$ cat config.mk
export PLATFORM = sky130hd
export DESIGN_NAME = skaf_regs
export DESIGN_NICKNAME = d
export VERILOG_FILES = /design/src/design/skaf_pkg.sv /design/src/design/skaf_regs.sv
export SDC_FILE = /design/constraint.sdc
export NUM_CORES = 1
export LEC_CHECK = 0
export BUFFER_PORTS_ARGS = -buffer_cell sky130_fd_sc_hd__buf_2
export CAP_MARGIN = 20
export CORE_MARGIN = 8
export CORE_UTILIZATION = 55
export CTS_BUF_LIST = sky130_fd_sc_hd__clkbuf_8
export DETAILED_ROUTE_END_ITERATION = 10
export PLACE_DENSITY = 0.87
export REMOVE_ABC_BUFFERS = 1
export SYNTH_ARGS = -nofsm -noshare
export SYNTH_HDL_FRONTEND = slang
export SYNTH_SLANG_ARGS = --single-unit
$ cat constraint.sdc
create_clock -name clk -period 2.06 [get_ports clk]
set_clock_uncertainty 0.15 [all_clocks]
set_input_delay 0 -clock clk [delete_from_list [all_inputs] [get_ports clk]]
set_output_delay 0 -clock clk [all_outputs]
set_load 0.1 [all_outputs]
$ cat src/design/skaf_pkg.sv
`timescale 1ns / 1ps
`default_nettype none
// ----------------------------------------------------------------------------
// skaf_pkg: shared types and constants for the Kalman angle fusion block
// Controller states, datapath command bundle, register map and reset values.
// ----------------------------------------------------------------------------
package skaf_pkg;

	localparam int unsigned DATA_W   = 32;
	localparam int unsigned ADDR_W   = 4;
	localparam int unsigned DIV_STEPS = 32;
	localparam int unsigned CNT_W    = $clog2(DIV_STEPS);

	localparam logic [CNT_W-1:0] DIV_LAST = CNT_W'(DIV_STEPS - 1);

	// register map, index = paddr[3:2]
	localparam logic [1:0] REG_PROC_NOISE    = 2'd0;
	localparam logic [1:0] REG_MEAS_NOISE    = 2'd1;
	localparam logic [1:0] REG_SAMPLE_PERIOD = 2'd2;

	localparam logic [DATA_W-1:0] RST_PROC_NOISE    = 32'd4295;
	localparam logic [DATA_W-1:0] RST_MEAS_NOISE    = 32'd1503238554;
	localparam logic [DATA_W-1:0] RST_SAMPLE_PERIOD = 32'd21474836;
	localparam logic [DATA_W-1:0] RST_COVARIANCE    = 32'd4295;

	localparam logic signed [34:0] SUM_MAX = 35'sd2147483647;
	localparam logic signed [34:0] SUM_MIN = -35'sd2147483648;

	typedef enum logic [3:0] {
		ST_IDLE,
		ST_PRED,
		ST_PADD,
		ST_DIV,
		ST_GAIN,
		ST_GMUL,
		ST_UPD,
		ST_CMUL,
		ST_COV,
		ST_DONE
	} state_t;

	typedef struct packed {
		logic load;
		logic init_est;
		logic pred_mul;
		logic p_load;
		logic pred_add;
		logic div_init;
		logic div_step;
		logic k_set;
		logic gain_mul;
		logic gain_add;
		logic cov_mul;
		logic cov_upd;
		logic out_load;
	} cmd_t;

	// saturating add of a shifted product onto a Q16.16 value
	function automatic logic signed [31:0] sat_add(input logic signed [31:0] base,
			input logic signed [33:0] inc);
		logic signed [34:0] sum;
		sum = {{3{base[31]}}, base} + {inc[33], inc};
		if (sum > SUM_MAX) begin
			return 32'sh7fffffff;
		end else if (sum < SUM_MIN) begin
			return 32'sh80000000;
		end
		return sum[31:0];
	endfunction

endpackage
`default_nettype wire

$ cat src/design/skaf_regs.sv
`timescale 1ns / 1ps
`default_nettype none
// ----------------------------------------------------------------------------
// skaf_regs: configuration register file
// APB-style write/read of Q, R and sample period.
// ----------------------------------------------------------------------------
module skaf_regs
	import skaf_pkg::*;
(
	input  wire logic              clk,
	input  wire logic              arst_n,
	input  wire logic              psel,
	input  wire logic              penable,
	input  wire logic              pwrite,
	input  wire logic [ADDR_W-1:0] paddr,
	input  wire logic [DATA_W-1:0] pwdata,
	output logic      [DATA_W-1:0] prdata,
	output logic                   pready,
	output logic      [DATA_W-1:0] proc_noise,
	output logic      [DATA_W-1:0] meas_noise,
	output logic      [DATA_W-1:0] sample_period
);

	logic [DATA_W-1:0] proc_noise_q;
	logic [DATA_W-1:0] meas_noise_q;
	logic [DATA_W-1:0] sample_period_q;
	logic              wr_en;
	logic [1:0]        reg_idx;

	assign pready  = 1'b1;
	assign wr_en   = psel && penable && pwrite && pready;
	assign reg_idx = paddr[3:2];

	always_ff @(posedge clk or negedge arst_n) begin
		if (!arst_n) begin
			proc_noise_q    <= RST_PROC_NOISE;
			meas_noise_q    <= RST_MEAS_NOISE;
			sample_period_q <= RST_SAMPLE_PERIOD;
		end else if (wr_en) begin
			unique case (reg_idx)
				REG_PROC_NOISE:    proc_noise_q    <= pwdata;
				REG_MEAS_NOISE:    meas_noise_q    <= pwdata;
				REG_SAMPLE_PERIOD: sample_period_q <= pwdata;
				default: ;
			endcase
		end
	end

	always_comb begin
		unique case (reg_idx)
			REG_PROC_NOISE:    prdata = proc_noise_q;
			REG_MEAS_NOISE:    prdata = meas_noise_q;
			REG_SAMPLE_PERIOD: prdata = sample_period_q;
			default:           prdata = '0;
		endcase
	end

	assign proc_noise    = proc_noise_q;
	assign meas_noise    = meas_noise_q;
	assign sample_period = sample_period_q;

endmodule
`default_nettype wire

Word-level counts from Yosys, hierarchy flattened
Cells that the tools add are included.
Widths: inputs -> output; s select.

storage, ports and cells
  bits in registers = 96
  bits of input ports = 41
  output and inout bits = 129
  logic and storage cells = 12

cells by class
  equality and inequality tests = 2
  multiplexer cells = 1
  reductions and logical operators = 6

operators with widths
  operator            number
  $pmux 32 s3         1
  $reduce_and 2->1    3
  $eq 2x1->1 const B  1
  $eq 2x2->1 const B  1
  $logic_and 1x1->1   2
  $logic_not 2->1     1

Logic depth before layout (Yosys ltp)
  word-level depth = 3
  mapped depth = 6
  gate-level depth less buffers = 3

Worst setup path after synthesis
No wires, ideal clock.

  kind = register to output
  start = reg meas_noise_q[10], in the netlist meas_noise[10]
  end = out prdata[10]
  arrival = 3.213 ns
  data required time = 1.910 ns
  slack = -1.303 ns
  stages on the path, launching flop included = 3
  buffers on the path = 0
  path through = dfrtp_1 > mux2i_1 > o21ai_0

on the way
  word-level cells in the longest chain between the ends = 1

RTL lines
  element                 line             RTL
  from (decl)             skaf_regs.sv:25  logic [DATA_W-1:0] meas_noise_q;
  from (signal assigned)  skaf_regs.sv:42  REG_MEAS_NOISE: meas_noise_q <= pwdata;
  $pmux 32 s3             skaf_regs.sv:50  unique case (reg_idx)
  to (decl)               skaf_regs.sv:17  output logic [DATA_W-1:0] prdata,

Every way passes these cells.

Worst setup path after layout
  start = reg meas_noise_q[30], in the netlist meas_noise[30]
  end = out prdata[30]

The elaborated chain is that of the path after synthesis.

==> impl_metrics.yaml <==
run_status:
  status: "complete, no violations"
floorplan:
  core_area_sq_um: 7770
  fp.dieH_microns: 106
  dieArea_sq_um: 11200
  num_rows: 32
  initial_utilization: 0.568
  die_x_microns: 106
  ios: 170
timing:
  hold_viol: 0
  rsz0062_at_grt: "no"
  tightest_slew_ns: 0.514
  max_slew_margin: 0.660
  finalSetupViolations: 0
  post-route-period-util: 0.860
  layout_min_cycle_time_ns: 1.77
  clock.fmax_mhz: 565
  whs_ns: 0.0951
  report.final.slew_viol_count: 0
drt:
  num_vias: 3400
  drc: 0
  wl_per_cell_microns: 20.8
  ant_nets: 0
  detail_route.first_pass.iterations: 4
  drt-vias-per-instance: 5.41
  drt_wl_total_microns: 13100
  drt_iter0_drc: 78
synth:
  synth_area_leaders: "dfrtp_1 (35%), dfstp_2 (20%), mux2_2 (16%)"
  synth-edff-count: 0
  yosysTopAreaCell: "dfrtp_1"
  synth_top_area_frac: 0.351
  syn_area_per_cell_sq_um: 14.0
  ys_types: 18
  synthTopCellsByCount: "mux2_2 (64), dfrtp_1 (62), dfstp_2 (34)"
  yosysMostFrequentCell: "mux2_2"
  yosys_register_bits: 96
  synth_ff_type: "dfrtp_1"
  netlist_instances: 316
  yosysSeqAreaShare: 0.554
  synthArstFlopShare: 1.00
  synth_area_sq_um: 4420
  ys_warn_count: 0
layout:
  fin_area_sq_um: 6430
  drive_gt1_frac: 0.626
  finish.utilization: 0.828
  area_growth_pct: 45.7
  n_fill_cell: 440
  regArea_sq_um: 2440
  n_antenna_cell: 0
  fin_cells: 629
  multi_input_area_sq_um: 1860
  final_nets: 563
global_route:
  antenna_found_initial: 0
  grt_overflow: 0
  grtUsageTotal: 0.229
  grt_pass1_vias: 3857
  grt_max_degree: 46
  grt_pass1_wl_microns: 20600
setup_path:
  worstSetupEndpointType: "primary output"
  critPathKind: "reg -> out"
  crit_path_max_fanout: 3
  worst_setup_path_start_kind: "flop"
  critPathSlowestCell: "dfstp_2"
  max_stage_delay_ns: 0.56
  critPathRequiredTime_ns: 1.91
  cp_cell_sequence: "mux2i_1, o21ai_0, buf_12"
  cp.arrival_ns: 1.62
clock_tree:
  cts_made_buffers: 9
  htreeDepth: 3
  cts.sinks: 96
  cts_max_path_buffers: 2
  clockRootBuffer: "clkbuf_8"
  clk_pin_slew_ns: 0.10
  clock_latency_ns: 0.34
  cts_setup_buffers: 0
  cts_tree: "built"
power:
  p_leak_nw: 3.14
  p_per_area_nw_per_um2: 1600
  clkPwrFrac: 0.118
  comb_power_share: 0.609
  seq_power_share: 0.273
  p_int_mw: 4.37
  switchingPower_mw: 5.93
  p_sw_frac: 0.576
  peakVddDrop_uv: 1240
  p_total_mw: 10.3
place:
  dp.cells: 578
  hpwl_microns: 9090
  port_buffers: 166
  place.gp.congestion: 0.744
  placed_area_sq_um: 5880
job:
  max_cap_viol_count: 0
min_path:
  hp-class: "in -> async"
per-layer routing:
layer,global-route usage,share of wire
met4,0.0603,0.013
met2,0.405,0.52
met1,0.257,0.39
met5,0,0
met3,0.0810,0.076
final timing paths:
check                      slack, ns  cells after the start             end      startpoint
min reg2reg                     0.37                      1  proc_noise[28]  proc_noise[28]
max                             0.29                      3      prdata[30]  meas_noise[30]
max in group asynchronous       0.76                      4  proc_noise[17]          arst_n
min in group clk                0.16                      4  proc_noise[28]        paddr[3]
min                              0.1                      2  meas_noise[23]          arst_n
max reg2reg                     1.11                      1  proc_noise[30]  proc_noise[30]
registers in the layout, indices dropped and copies added, names as in the netlist:
signal and count:
proc_noise 32, sample_period 32, meas_noise 32
worst max-delay path, delay by kind of cell (launching register included):
| kind | cells | cell delay (ns) |
|---|---|---|
| AOI/OAI and AO/OA | 1 | 0.40 |
| buffers and inverters | 1 | 0.24 |
| DFF | 1 | 0.56 |
| muxes | 1 | 0.06 |
final cells by class:
class,count,area share
timing repair buffer,217,0.280
multi-input combinational,198,0.289
clock buffer,10,0.0214
clock inverter,6,0.00953
tap,102,0.0198
sequential,96,0.380
repair_timing:
action / in CTS / in global routing
hold buffers: 34 / 0
hold endpoints to repair: 167 / 0
resized for setup: 0 / 0
power groups by stage:
stage	Clock, mW	Combinational (mW)	Sequential (mW)
global route	1.31	6.42	2.86
global placement	0	6.16	2.78
CTS	1.24	6.29	2.80
floorplan	0	1.60	6.06
finish	1.22	6.27	2.81
detailed placement	0	6.23	2.83
through the flow:
step                TNS [ns]  setup WS, ns
global placement           0         0.351
detailed placement         0         0.321
CTS                        0         0.111
floorplan             -41.83         -1.30
global route               0         0.239
finish                     0         0.289
layout by cell type, fill, tap and decap left out:
| master | count |
|---|---|
| buf_12 | 33 |
| buf_2 | 133 |
| buf_4 | 16 |
| buf_8 | 1 |
| bufinv_16 | 1 |
| clkbuf_8 | 10 |
| clkinv_4 | 1 |
| clkinvlp_4 | 2 |
| conb_1 | 1 |
| dfrtp_1 | 62 |
| dfstp_2 | 34 |
| dlygate4sd3_1 | 34 |
| inv_1 | 2 |
| mux2_1 | 2 |
| mux2_2 | 64 |
| mux2_4 | 30 |
| mux2i_1 | 32 |
| nand2_1 | 32 |
| nand3_2 | 1 |
| nor2b_2 | 1 |
| nor3_4 | 1 |
| nor3b_4 | 1 |
| o21ai_0 | 32 |
| or3b_2 | 1 |
kinds of logic (layout without fill, tap and decap cells):
group / Yosys count / count (layout) / share of synthesized area
and+or+nand+nor: 37 / 37 / 0.0380
AOI/OAI and AO/OA: 32 / 32 / 0.0363
DFF: 96 / 96 / 0.554
other: 1 / 1 / 0.000849
buffers and inverters: 22 / 233 / 0.0283
muxes: 128 / 128 / 0.343
No activity file was read; power rests on OpenSTA's default activity.
