[src/design/skaf_pkg.sv]
`timescale 1ns / 1ps
`default_nettype none
// ----------------------------------------------------------------------------
// skaf_pkg: shared types and constants for the Kalman angle fusion block
// Controller states, datapath command bundle, register map and reset values.
// ----------------------------------------------------------------------------
package skaf_pkg;

	localparam int unsigned DATA_W   = 32;
	localparam int unsigned ADDR_W   = 4;
	localparam int unsigned DIV_STEPS = 32;
	localparam int unsigned CNT_W    = $clog2(DIV_STEPS);

	localparam logic [CNT_W-1:0] DIV_LAST = CNT_W'(DIV_STEPS - 1);

	// register map, index = paddr[3:2]
	localparam logic [1:0] REG_PROC_NOISE    = 2'd0;
	localparam logic [1:0] REG_MEAS_NOISE    = 2'd1;
	localparam logic [1:0] REG_SAMPLE_PERIOD = 2'd2;

	localparam logic [DATA_W-1:0] RST_PROC_NOISE    = 32'd4295;
	localparam logic [DATA_W-1:0] RST_MEAS_NOISE    = 32'd1503238554;
	localparam logic [DATA_W-1:0] RST_SAMPLE_PERIOD = 32'd21474836;
	localparam logic [DATA_W-1:0] RST_COVARIANCE    = 32'd4295;

	localparam logic signed [34:0] SUM_MAX = 35'sd2147483647;
	localparam logic signed [34:0] SUM_MIN = -35'sd2147483648;

	typedef enum logic [3:0] {
		ST_IDLE,
		ST_PRED,
		ST_PADD,
		ST_DIV,
		ST_GAIN,
		ST_GMUL,
		ST_UPD,
		ST_CMUL,
		ST_COV,
		ST_DONE
	} state_t;

	typedef struct packed {
		logic load;
		logic init_est;
		logic pred_mul;
		logic p_load;
		logic pred_add;
		logic div_init;
		logic div_step;
		logic k_set;
		logic gain_mul;
		logic gain_add;
		logic cov_mul;
		logic cov_upd;
		logic out_load;
	} cmd_t;

	// saturating add of a shifted product onto a Q16.16 value
	function automatic logic signed [31:0] sat_add(input logic signed [31:0] base,
			input logic signed [33:0] inc);
		logic signed [34:0] sum;
		sum = {{3{base[31]}}, base} + {inc[33], inc};
		if (sum > SUM_MAX) begin
			return 32'sh7fffffff;
		end else if (sum < SUM_MIN) begin
			return 32'sh80000000;
		end
		return sum[31:0];
	endfunction

endpackage
`default_nettype wire

[src/design/skaf_ctrl.sv]
`timescale 1ns / 1ps
`default_nettype none
// ----------------------------------------------------------------------------
// skaf_ctrl: sequencing state machine
// Steps one sample through predict, divide, update and output hand-off.
// ----------------------------------------------------------------------------
module skaf_ctrl
	import skaf_pkg::*;
(
	input  wire logic clk,
	input  wire logic arst_n,
	input  wire logic in_valid,
	output logic      in_ready,
	output logic      out_valid,
	input  wire logic out_ready,
	output cmd_t      cmd
);

	state_t            state_q;
	state_t            state_nxt;
	logic [CNT_W-1:0]  cnt_q;
	logic              started_q;
	logic              out_valid_q;
	logic              slot_free;

	assign slot_free = !out_valid_q || out_ready;
	assign in_ready  = (state_q == ST_IDLE);
	assign out_valid = out_valid_q;

	always_comb begin
		state_nxt = state_q;
		unique case (state_q)
			ST_IDLE: if (in_valid) state_nxt = ST_PRED;
			ST_PRED: state_nxt = ST_PADD;
			ST_PADD: state_nxt = ST_DIV;
			ST_DIV:  if (cnt_q == DIV_LAST) state_nxt = ST_GAIN;
			ST_GAIN: state_nxt = ST_GMUL;
			ST_GMUL: state_nxt = ST_UPD;
			ST_UPD:  state_nxt = ST_CMUL;
			ST_CMUL: state_nxt = ST_COV;
			ST_COV:  state_nxt = ST_DONE;
			ST_DONE: if (slot_free) state_nxt = ST_IDLE;
			default: state_nxt = ST_IDLE;
		endcase
	end

	always_comb begin
		cmd = '0;
		unique case (state_q)
			ST_IDLE: begin
				cmd.load     = in_valid;
				cmd.init_est = in_valid && !started_q;
			end
			ST_PRED: begin
				cmd.pred_mul = 1'b1;
				cmd.p_load   = 1'b1;
			end
			ST_PADD: begin
				cmd.pred_add = 1'b1;
				cmd.div_init = 1'b1;
			end
			ST_DIV:  cmd.div_step = 1'b1;
			ST_GAIN: cmd.k_set    = 1'b1;
			ST_GMUL: cmd.gain_mul = 1'b1;
			ST_UPD:  cmd.gain_add = 1'b1;
			ST_CMUL: cmd.cov_mul  = 1'b1;
			ST_COV:  cmd.cov_upd  = 1'b1;
			ST_DONE: cmd.out_load = slot_free;
			default: ;
		endcase
	end

	always_ff @(posedge clk or negedge arst_n) begin
		if (!arst_n) begin
			state_q     <= ST_IDLE;
			cnt_q       <= '0;
			started_q   <= 1'b0;
			out_valid_q <= 1'b0;
		end else begin
			state_q <= state_nxt;
			if (cmd.div_init) begin
				cnt_q <= '0;
			end else if (cmd.div_step) begin
				cnt_q <= cnt_q + 1'b1;
			end
			if (cmd.load) begin
				started_q <= 1'b1;
			end
			if (cmd.out_load) begin
				out_valid_q <= 1'b1;
			end else if (out_ready) begin
				out_valid_q <= 1'b0;
			end
		end
	end

	a_mul_sel: assert property (@(posedge clk) disable iff (!arst_n)
		$onehot0({cmd.pred_mul, cmd.gain_mul, cmd.cov_mul}))
		else $error("multiplier operand selects overlap");

	a_accept_pred: assert property (@(posedge clk) disable iff (!arst_n)
		(in_valid && in_ready) |=> (state_q == ST_PRED))
		else $error("accepted beat not followed by prediction");

	a_div_len: assert property (@(posedge clk) disable iff (!arst_n)
		(state_q == ST_DIV && cnt_q == DIV_LAST) |=> (state_q == ST_GAIN))
		else $error("divide did not end after its last step");

	a_no_overwrite: assert property (@(posedge clk) disable iff (!arst_n)
		cmd.out_load |-> slot_free)
		else $error("result register overwritten while full");

	a_started_sticky: assert property (@(posedge clk) disable iff (!arst_n)
		started_q |=> started_q)
		else $error("started flag cleared outside reset");

endmodule
`default_nettype wire

[config.mk]
export PLATFORM = sky130hd
export DESIGN_NAME = skaf_ctrl
export DESIGN_NICKNAME = d
export VERILOG_FILES = /design/src/design/skaf_pkg.sv /design/src/design/skaf_ctrl.sv
export SDC_FILE = /design/constraint.sdc
export NUM_CORES = 1
export LEC_CHECK = 0
export BUFFER_PORTS_ARGS = -buffer_cell sky130_fd_sc_hd__buf_2
export CAP_MARGIN = 40
export CORE_MARGIN = 4
export CORE_UTILIZATION = 43
export DETAILED_ROUTE_END_ITERATION = 8
export PLACE_DENSITY = 0.74
export SLEW_MARGIN = 25
export SYNTH_ARGS = -nofsm -noshare
export SYNTH_HDL_FRONTEND = slang
export SYNTH_SLANG_ARGS = --single-unit
[constraint.sdc]
create_clock -name clk -period 1.3 [get_ports clk]
set_input_delay 0.26 -clock clk [delete_from_list [all_inputs] [get_ports clk]]
set_output_delay 0.26 -clock clk [all_outputs]
set_load 0.01 [all_outputs]
[Word level (Yosys, flattened, before mapping)]
Index checks and enable logic that the tools add are counted.
Operators by class
  $add $sub $neg: 1
  equal/unequal tests: 13
  muxes and demuxes: 18
  reduce and logical (&&, ||, !) cells: 8
Operator list (number)
  case mux 4 bit (10 select lines): 1
  == test 4 x 3 -> 1 bit (second input constant): 4
  two-way mux 4 bit: 3
  two-way mux 5 bit: 2
  two-way mux 1 bit: 9
  == test 4 x 2 -> 1 bit (second input constant): 2
  == test 4 bit (second input constant): 2
  two-way mux 2 bit: 3
  inequality test 2 bit (second input constant): 3
  adder 5 x 1 -> 5 bit (second input constant): 1
  == test 5 bit (second input constant): 1
  == test 4 x 1 -> 1 bit (second input constant): 1
  zero test 4 bit: 1
  nonzero test 2 bit: 2
  AND reduction 3 bit: 1
  zero test 1 bit: 2
  logical AND 1 bit: 1
  logical OR 1 bit: 1
Storage, ports and cells
  flip-flop bits (word level): 11
  input bits: 4
  output and inout port bits: 15
  logic and storage cells: 44

[Longest topological paths before layout]
  depth in word-level cells: 4
  gate-level depth with buffers: 6
  gate-level depth less buffers: 6

[Worst setup path before layout]
Ideal clock, no wire load.
  path type: register to output
  start: reg state_q[3]
  end: out cmd[11] (netlist bit)
  data arrival time: 1.311 ns
  data required time: 1.040 ns
  path slack: -0.271 ns
  stages on the path, launching flop included: 5
  buffers on the path: 1
  cells stage by stage: dfrtp_1 > buf_6 > nor4_1 > nand2_1 > nor2_1
RTL lines
  start: declaration: RTL line skaf_ctrl.sv:19  | state_t state_q;
  start signal: assignment: RTL line skaf_ctrl.sv:80  | state_q <= state_nxt;
  end: declaration: RTL line skaf_ctrl.sv:16  | output cmd_t cmd

==> metrics.cfg <==
[status]
outcome = complete, but fails checks
violations = negative setup slack

[critical_path]
cp_cell_sequence = buf_4, nor4_4, nand2_1, nor2_1, buf_2
cp_num_buf_inv = 2
path_class = reg -> out
crit_end = cmd[11]
cp_max_fo = 3
crit_required_ns = 1.04
path_depth = 5
critPathTopFamily = simple AND/OR/NAND/NOR gates
max_stage_delay_ns = 0.41
end_kind = primary output
crit_arrival_ns = 1.41
reg2regPathDepth = 4
r2r_slack_ns = -0.17
worstSetupStartpointType = flop
r2r_start = state_q[1]
crit_start = state_q[3]
reg2reg_to = state_q[0]
cp_slowest_cell = dfrtp_1

[clock_tree]
root_buffer = clkbuf_4
clock_sinks = 11
numCtsBuffers = 3
clkTransAtPathRegs_ns = 0.07
clock_path_buffers = 2
cts-htree-levels = 1
insertion_delay_ns = 0.28
cts_tree = done

[drt]
vias = 704
maxUsedRoutingLayer = met4
drtIter0Drc = 13
drc = 0
wl_met3_um = 95
wl_met2_mm = 1.14
drtPass1Iterations = 6
final_antenna_net_count = 0
wire_per_inst_um = 15.6
vias_per_cell = 5.37
wirelength_mm = 2.05
wl_met1_um = 736

[finish]
fillers = 67
drive_gt1_frac = 0.681
area_growth_pct = 80.9
fin_util = 0.852
nets = 123
antenna_cells = 0
final_common_cell = buf_4
fin_area_um2 = 1150
final_cell_mix = buf_4, buf_2, dfrtp_1, buf_6

[yosys]
synth.cell_area_um2 = 636
synth_edf_count = 0
ys.flop_type = dfrtp_1
synth-seq-cells = 11
syn_nets = 77
ys_types = 27
yosysSeqAreaShare = 0.433
synthArstFlopShare = 1.00
avgSynthCellArea_um2 = 8.95
yosys_warnings = 0
synthCells = 71

[placement]
dpl_cell_area_um2 = 855
port-buffer-count = 18
routabilityCongestion = 0.739
post-place-ws_ns = -0.0987
dp_hpwl_mm = 1.17

[die]
coreArea_um2 = 1350
dieHeight_um = 46.4
top_level_ports = 19
fp-row-count = 13
die_w_um = 46.4
start_util = 0.471
die_area_um2 = 2160

[grt]
grt_pass1_wl_mm = 3.00
grt_pass1_vias = 691
antenna_found_initial = 0
grt_max_degree = 12
grt_remaining_overflow = 0
grt_use_total = 0.208

[timing]
setup-tns-final_ns = -4.15
max_freq_ghz = 0.600
relSlewSlack = 0.832
finalSetupViolCount = 21
layout_setup_ws_ns = -0.366
hold_viol = 0
fin_crit_sh = 1.28
tightest_slew_ns = 0.253
fin_skew_ns = 0.00144
slew_violations = 0
fin_crit_ns = 1.67
rsz0062_at_grt = true

[pwr]
p_per_area_nw_per_um2 = 1620
power_mw = 1.86
cellLeakagePower_nw = 0.582
ir_drop_mv = 1.13

[hold_path]
hold_path_class = in -> reg

[job]
drv_cap = 0

[worst min-delay path by stage]
stage                   from        end  slack [ns]  depth (start not counted)
global route        in_valid  started_q        0.33                          3
CTS                 in_valid  started_q        0.32                          3
finish              in_valid  started_q        0.31                          3
floorplan             arst_n   cnt_q[0]       -0.04                          0
detailed placement    arst_n   cnt_q[3]        0.14                          1
global placement      arst_n   cnt_q[0]        0.14                          1
[cells in the mapped netlist (2+ instances only)]
cell type / count / share of area
nand3_1: 2 / 0.016
nand2_1: 8 / 0.047
nor2_1: 9 / 0.053
nor3_1: 5 / 0.039
ha_1: 2 / 0.039
a21oi_1: 2 / 0.016
nand2b_1: 4 / 0.039
buf_4: 2 / 0.024
buf_2: 3 / 0.024
o21ai_0: 5 / 0.039
dfrtp_1: 11 / 0.43
inv_1: 2 / 0.012
or2b_1: 2 / 0.024
[layer usage]
layer	global-route usage	vias up
met5	0	-
met4	0.153	0
met3	0.0469	10
met2	0.374	25
met1	0.203	337
li1	-	332
[logic make-up (layout without fill, tap and decap cells)]
logic type | Yosys count | in the layout | share of synthesized area
compound gates | 11 | 11 | 0.124
xor+xnor | 1 | 1 | 0.0138
fa+ha+maj | 2 | 2 | 0.0394
buf+inv | 8 | 53 | 0.0768
flops | 11 | 11 | 0.433
simple gates | 38 | 38 | 0.313
[worst min-delay path: cells and delay by family]
family	cells	cell delay [ns]
buffers and inverters	1	0.09
and+or+nand+nor	2	0.22
[metrics by stage]
step | std cells | hold slack [ns]
global route | 131 | 0.334
CTS | 125 | 0.317
global placement | 113 | 0.143
detailed placement | 113 | 0.141
finish | 131 | 0.314
floorplan | 71 | -0.0356
[where the power goes]
part / leakage, nW / internal [mW] / total (mW) / switching (mW)
logic: 0.431 / 0.584 / 1.05 / 0.466
registers: 0.133 / 0.452 / 0.567 / 0.114
clock network: 0.0177 / 0.114 / 0.248 / 0.133
[state kept, by name, indices dropped and copies added, names as in the netlist]
register,flops
cnt_q,5
out_valid,1
started_q,1
state_q,4
[layout make-up]
type,instances,area (um2),share of cell area
timing repair buffer,47,352,0.306
tap,15,18.8,0.0163
sequential,11,278,0.242
multi-input combinational,52,467,0.406
inverter,2,7.51,0.00653
clock buffer,3,22.5,0.0196
clock inverter,1,5.00,0.00435
[repair_timing]
item,4_1_cts,5_1_grt
buffers inserted,7,8
resized for setup,25,19
gates cloned,0,0
hold endpoints to repair,11,0
hold buffers,1,0
endpoints found under the setup margin,21,22
pin swaps,12,12
No activity file was read; power rests on OpenSTA's default activity.
